### src/hdl/pfra_pkg.sv
`default_nettype none

package pfra_pkg;

   localparam int NUM_PAGES_DEF  = 4096;
   localparam int PAGE_SHIFT_DEF = 21;

   localparam int FUNC_W   = 3;
   localparam int ADDR_W   = 33;
   localparam int SIZE_W   = 34;
   localparam int STATUS_W = 2;
   localparam int REF_W    = 8;

   localparam logic [REF_W-1:0] REF_MAX  = 8'hFF;
   localparam logic [REF_W-1:0] REF_FREE = 8'h00;
   localparam logic [REF_W-1:0] REF_ONE  = 8'h01;

   typedef enum logic [FUNC_W-1:0] {
      FN_USABLE       = 3'd0,
      FN_RESERVED     = 3'd1,
      FN_INC          = 3'd2,
      FN_DEC          = 3'd3,
      FN_ALLOC_ONE    = 3'd4,
      FN_ALLOC_CONTIG = 3'd5
   } func_type;

   typedef enum logic [STATUS_W-1:0] {
      RS_OK      = 2'd0,
      RS_NOSPACE = 2'd1,
      RS_TOOBIG  = 2'd2,
      RS_OUTSIDE = 2'd3
   } status_type;

   // controller to datapath
   typedef struct packed {
      logic       capture;
      logic       clear;
      logic       start_walk;
      logic       walk;
      logic       start_scan;
      logic       scan;
      logic       fill;
      logic       pend_load;
      logic       pend_hit;
      status_type pend_status;
      logic       out_load;
   } cmd_type;

   // datapath to controller
   typedef struct packed {
      func_type func;
      logic     outside;
      logic     toobig;
      logic     zero_len;
      logic     walk_done;
      logic     hit;
      logic     miss;
      logic     fill_done;
      logic     clear_done;
   } sts_type;

endpackage

`default_nettype wire

### src/hdl/pfra_ctrl.sv
`default_nettype none

module pfra_ctrl (
   input  wire logic              clock,
   input  wire logic              reset,
   input  wire logic              req_valid,
   output logic                   req_stall,
   output logic                   rsp_valid,
   input  wire logic              rsp_stall,
   output pfra_pkg::cmd_type      cmd,
   input  wire pfra_pkg::sts_type sts
);

   typedef enum logic [6:0] {
      ST_CLEAR = 7'b0000001,
      ST_IDLE  = 7'b0000010,
      ST_CHECK = 7'b0000100,
      ST_WALK  = 7'b0001000,
      ST_SCAN  = 7'b0010000,
      ST_FILL  = 7'b0100000,
      ST_POST  = 7'b1000000
   } state_type;

   state_type state_ff, state_in;
   logic      rsp_valid_ff, rsp_valid_in;

   always_comb begin
      state_in     = state_ff;
      cmd          = '0;
      rsp_valid_in = rsp_valid_ff && rsp_stall;
      case (state_ff)
         ST_CLEAR: begin
            cmd.clear = 1'b1;
            if (sts.clear_done) begin
               state_in = ST_IDLE;
            end
         end
         ST_IDLE: begin
            if (req_valid) begin
               cmd.capture = 1'b1;
               state_in    = ST_CHECK;
            end
         end
         ST_CHECK: begin
            case (sts.func)
               pfra_pkg::FN_USABLE, pfra_pkg::FN_RESERVED,
               pfra_pkg::FN_INC, pfra_pkg::FN_DEC: begin
                  if (sts.outside) begin
                     cmd.pend_load   = 1'b1;
                     cmd.pend_status = pfra_pkg::RS_OUTSIDE;
                     state_in        = ST_POST;
                  end else begin
                     cmd.start_walk = 1'b1;
                     state_in       = ST_WALK;
                  end
               end
               pfra_pkg::FN_ALLOC_ONE: begin
                  cmd.start_scan = 1'b1;
                  state_in       = ST_SCAN;
               end
               pfra_pkg::FN_ALLOC_CONTIG: begin
                  if (sts.toobig) begin
                     cmd.pend_load   = 1'b1;
                     cmd.pend_status = pfra_pkg::RS_TOOBIG;
                     state_in        = ST_POST;
                  end else if (sts.zero_len) begin
                     cmd.pend_load   = 1'b1;
                     cmd.pend_status = pfra_pkg::RS_OK;
                     state_in        = ST_POST;
                  end else begin
                     cmd.start_scan = 1'b1;
                     state_in       = ST_SCAN;
                  end
               end
               default: begin
                  cmd.pend_load   = 1'b1;
                  cmd.pend_status = pfra_pkg::RS_OK;
                  state_in        = ST_POST;
               end
            endcase
         end
         ST_WALK: begin
            cmd.walk = 1'b1;
            if (sts.walk_done) begin
               cmd.pend_load   = 1'b1;
               cmd.pend_status = pfra_pkg::RS_OK;
               state_in        = ST_POST;
            end
         end
         ST_SCAN: begin
            cmd.scan = 1'b1;
            if (sts.hit) begin
               cmd.pend_load   = 1'b1;
               cmd.pend_hit    = 1'b1;
               cmd.pend_status = pfra_pkg::RS_OK;
               state_in = (sts.func == pfra_pkg::FN_ALLOC_CONTIG) ? ST_FILL : ST_POST;
            end else if (sts.miss) begin
               cmd.pend_load   = 1'b1;
               cmd.pend_status = pfra_pkg::RS_NOSPACE;
               state_in        = ST_POST;
            end
         end
         ST_FILL: begin
            if (sts.fill_done) begin
               state_in = ST_POST;
            end else begin
               cmd.fill = 1'b1;
            end
         end
         ST_POST: begin
            // output register free or being emptied this cycle
            if (!rsp_valid_ff || !rsp_stall) begin
               cmd.out_load = 1'b1;
               rsp_valid_in = 1'b1;
               state_in     = ST_IDLE;
            end
         end
         default: begin
            state_in = ST_IDLE;
         end
      endcase
   end

   always_ff @(posedge clock) begin
      if (reset) begin
         state_ff     <= ST_CLEAR;
         rsp_valid_ff <= 1'b0;
      end else begin
         state_ff     <= state_in;
         rsp_valid_ff <= rsp_valid_in;
      end
   end

   assign req_stall = (state_ff != ST_IDLE);
   assign rsp_valid = rsp_valid_ff;

`ifndef SYNTHESIS
   a_rsp_from_post: assert property (@(posedge clock) disable iff (reset)
      $rose(rsp_valid_ff) |-> $past(state_ff == ST_POST))
      else $error("result raised outside post state");
`endif

endmodule

`default_nettype wire

### config.mk
export PLATFORM = sky130hd
export DESIGN_NAME = pfra_ctrl
export DESIGN_NICKNAME = d
export VERILOG_FILES = /design/src/hdl/pfra_pkg.sv /design/src/hdl/pfra_ctrl.sv
export SDC_FILE = /design/constraint.sdc
export NUM_CORES = 1
export LEC_CHECK = 0
export BUFFER_PORTS_ARGS = -buffer_cell sky130_fd_sc_hd__buf_4
export CAP_MARGIN = 20
export CORE_MARGIN = 2
export CORE_UTILIZATION = 45
export DETAILED_ROUTE_END_ITERATION = 10
export PLACE_DENSITY_LB_ADDON = 0.15
export SYNTH_ARGS = -nofsm -noshare
export SYNTH_HDL_FRONTEND = slang
export SYNTH_SLANG_ARGS = --single-unit
### constraint.sdc
create_clock -name clock -period 1.8 [get_ports clock]
set_input_delay 0.18 -clock clock [delete_from_list [all_inputs] [get_ports clock]]
set_output_delay 0.18 -clock clock [all_outputs]
set_load 0.02 [all_outputs]
Word level (Yosys, flattened, before mapping)
Cells that the tools add are included.
{"block": "totals", "ff_bits": 8, "in_bits": 15, "output_inout_bits": 14, "elab_cells": 75}
{"block": "op_classes", "eq_ne": 19, "muxes": 47, "reduce_logical": 7}
{"cell": "$mux 7", "n": 11}
{"cell": "$pmux 7 s7", "n": 1}
{"cell": "$mux 1", "n": 27}
{"cell": "$pmux 7 s3", "n": 1}
{"cell": "$ne 2x2->1 const B", "n": 5}
{"cell": "$pmux 2 s2", "n": 2}
{"cell": "$eq 7x1->1 const B", "n": 1}
{"cell": "$eq 7x2->1 const B", "n": 1}
{"cell": "$eq 7x3->1 const B", "n": 1}
{"cell": "$eq 7x4->1 const B", "n": 1}
{"cell": "$eq 7x5->1 const B", "n": 1}
{"cell": "$eq 7x6->1 const B", "n": 1}
{"cell": "$eq 7x7->1 const B", "n": 1}
{"cell": "$ne 7x2->1 const B", "n": 1}
{"cell": "$eq 3x2->1 const B", "n": 2}
{"cell": "$eq 3x3->1 const B", "n": 2}
{"cell": "$pmux 1 s3", "n": 2}
{"cell": "$reduce_and 6->1", "n": 1}
{"cell": "$mux 2", "n": 2}
{"cell": "$reduce_or 4->1", "n": 1}
{"cell": "$eq 3x1->1 const B", "n": 1}
{"cell": "$logic_not 3->1", "n": 1}
{"cell": "$ne 3x3->1 const B", "n": 1}
{"cell": "$logic_not 1->1", "n": 2}
{"cell": "3 further kinds", "n": 3}

Longest topological paths before layout
{"block": "logic_depth", "depth_word": 4, "depth_mapped": 6, "mapped_depth_nobuf": 5}

Least setup slack after synthesis
No wires, ideal clock.
{"block": "synth_path", "path_kind": "register -> output", "from": "reg state_ff[0]", "to": "out cmd[4] in the netlist's numbering", "t_arrival_ns": 1.439, "required_time_ns": 1.620, "slack_ns": 0.181, "path_stages_with_launch": 5, "path_buffers": 0, "path_cell_list": "dfxtp_1 > nor3_4 > nand4b_4 > or3b_4 > o211ai_1"}
{"item": "start, declared", "line": "pfra_ctrl.sv:24", "rtl": "state_type state_ff, state_in;"}
{"item": "start signal, assigned", "line": "pfra_ctrl.sv:129", "rtl": "state_ff <= state_in;"}
{"item": "end, declared", "line": "pfra_ctrl.sv:10", "rtl": "output pfra_pkg::cmd_type cmd,"}

==> metrics <==
run status finished with violations; violated checks negative setup slack; r2r setup slk 200 ps; Simple-Gate Fraction of Synth Area 46.2%; Max Root-Sink Buffers 2; ANT nets after route 0; Setup TNS -43.2 ps; main flop type after synthesis dfxtp_1; Slew Limit Fails 0; final hold violation count 0; Max Freq 0.543 GHz; sequential share of the synthesized area 24.2%; Yosys cell types 35; Setup Crit Path Kind flip-flop to output port; cell taking the most area after synthesis dfxtp_1; setup ws final -43.2 ps; CTS Hold Bufs 0; area grow syn2layout 51.5%; Compound-Gate Fraction of Synth Area 22.3%; Syn Area/Cell 7.96 µm²; initial core utilization 49.5%; mux contribution to synthesized area 1.52%; Mapped Area 661 µm²; leakage 0.427 nW; fin nets 136; Post-Syn Nets 98; Post-Synth Adder-Cell Area 0%; GR Overflow Total 0; layout cell share with drive strength beyond 1 45.4%; Slew @ Worst Pin 353 ps; fin crit share 102%; largest net degree at the start of global routing 11; max cap viols 0; Post-Synthesis Cells 83; Setup WS pre-CTS 155 ps; Rows 13; largest fanout on the critical path 7; crit end category output port; via count 803; TritonCTS clock tree built; unrepaired setup endpoints after global routing true; critical path arrival 1660 ps; TritonCTS Buffers 3; Design Area, Final 1000 µm²; fillers 102; number of setup violations in the final report 1; WP data required 1620 ps; 1st-iter DRT viols 26; PwrDens 526 nW/µm²; drt total wl 2150 µm; maximum VDD drop 0.436 mV; crit path launch type flip-flop; DRC 0; Worst Hold Class input pin to flip-flop; Area contributors post-synth dfxtp_1 (24%), nor2_1 (5.7%), inv_1 (4.5%); core area 1330 µm²; fraction of registers with async set/reset 0%; Rel. slew slack 76.5%; vias in the first global route 710; CTS Sinks 8; ANT cells 0; DIE AREA 1790 µm²; Die Wd 42.3 µm; global-route wire length before repair 3150 µm; RePlAce Congestion 0.874; Clk Latency, worst-skew pair 270 ps; Worst-path clk slew 50 ps; largest family of logic cells by synthesized area simple AND/OR/NAND/NOR gates; htree depth 1; DP Area 905 µm²; post-layout min period 1840 ps; Post-synth EDFFs 0; DRT Pass-1 Iters 4; xor/xnor cell area share of the yosys netlist 0%; GRT Overall Usage 23.4%; port bufs 28; top-area cell type share of the netlist area 24.2%; Synth Warn # 0; DP HPWL 1500 µm; # IOs 29; Synth Register Bits 8; initial antenna violation count 0; CTS root buf clkbuf_4; drt via density 5.99; Clock Skew 2.84 ps; DR WL/cell 16.1 µm; die height 42.3 µm
## final timing paths
path         cells after the start         from          end
max reg2reg                      4  state_ff[6]  state_ff[6]
max                              5  state_ff[6]       cmd[4]
min reg2reg                      2    rsp_valid    rsp_valid
min                              2        reset    rsp_valid
## logic make-up (layout without fill, tap and decap cells)
kind of cell / after synthesis / count (layout)
and+or+nand+nor: 45 / 45
AOI/OAI and AO/OA: 19 / 19
buffers and inverters: 10 / 46
DFF: 8 / 8
muxes: 1 / 1
## critical path: stages, from the launching register on
cell      delay (ps)
dfxtp_1          410
nor2_4           190
nand4b_4         120
or3b_4           420
o211ai_1          90
buf_4            170
## Yosys cell counts, types with 2 or more instances
cell and n:
nor3_1 2, nand2b_1 2, a21oi_1 5, nor3b_1 3, nand4b_1 3, and2_1 2, o211ai_1 3, nor2_1 10
nand4_1 2, nand2_1 4, nor2b_1 2, a41oi_1 3, dfxtp_1 8, and4b_1 2, inv_1 8, nand3_1 5
## metrics by stage
step                      cells  hold WS (ps)  power, mW  utilization, %
after floorplan              83           320      0.291               -
after global placement      127           436      0.355            67.8
after detailed placement    127           436      0.358            67.8
after CTS                   133           158      0.520            72.1
after global routing        134           166      0.550            75.0
final                       134           162      0.527            75.0
## sequential cells by signal, indices dropped and copies added (netlist names)
register and count:
rsp_valid 1, state_ff 7
## where the power goes
part | leakage [nW] | switching (mW) | total, mW | internal [mW]
Clock | 0.0138 | 0.0671 | 0.144 | 0.0767
Sequential | 0.0666 | 0.0159 | 0.204 | 0.189
Combinational | 0.346 | 0.0897 | 0.178 | 0.0886
Total | 0.427 | 0.173 | 0.527 | 0.354
## layout make-up
type | count | area, µm² | share of cell area [%]
Tap cell | 15 | 18.8 | 1.88
Inverter | 8 | 30.0 | 3.00
Sequential cell | 8 | 168 | 16.8
Multi-Input combinational cell | 65 | 499 | 49.9
Timing Repair Buffer | 35 | 263 | 26.3
Clock buffer | 3 | 22.5 | 2.25
## cell usage in the layout, fill, tap and decap left out, types with 2 or more instances in the layout
master / Yosys / final
inv_1: 8 / 8
nand3_1: 5 / 4
nand2b_1: 2 / 2
and2_1: 2 / 2
nand4_1: 2 / 2
clkbuf_4: 0 / 3
a21oi_1: 5 / 5
nor3b_1: 3 / 3
dfxtp_2: 0 / 3
nor2_1: 10 / 9
o211ai_1: 3 / 3
nand2_1: 4 / 4
nand4b_1: 3 / 3
and4b_1: 2 / 2
buf_4: 0 / 35
a41oi_1: 3 / 3
dfxtp_1: 8 / 4
## routing by layer
layer | vias up | global-route usage [%] | share of wire (%)
met3 | 6 | 5.17 | 7.3
met5 | - | 0 | 0
li1 | 391 | - | -
met4 | 0 | 11.3 | 2.5
met2 | 34 | 39.7 | 50
met1 | 372 | 27.6 | 40
## repair_timing
item	in CTS	in global routing
pin swaps	2	5
resized for setup	7	5
setup buffers	3	1
setup endpoints to repair	2	5
No activity file was read; power rests on OpenSTA's default activity.
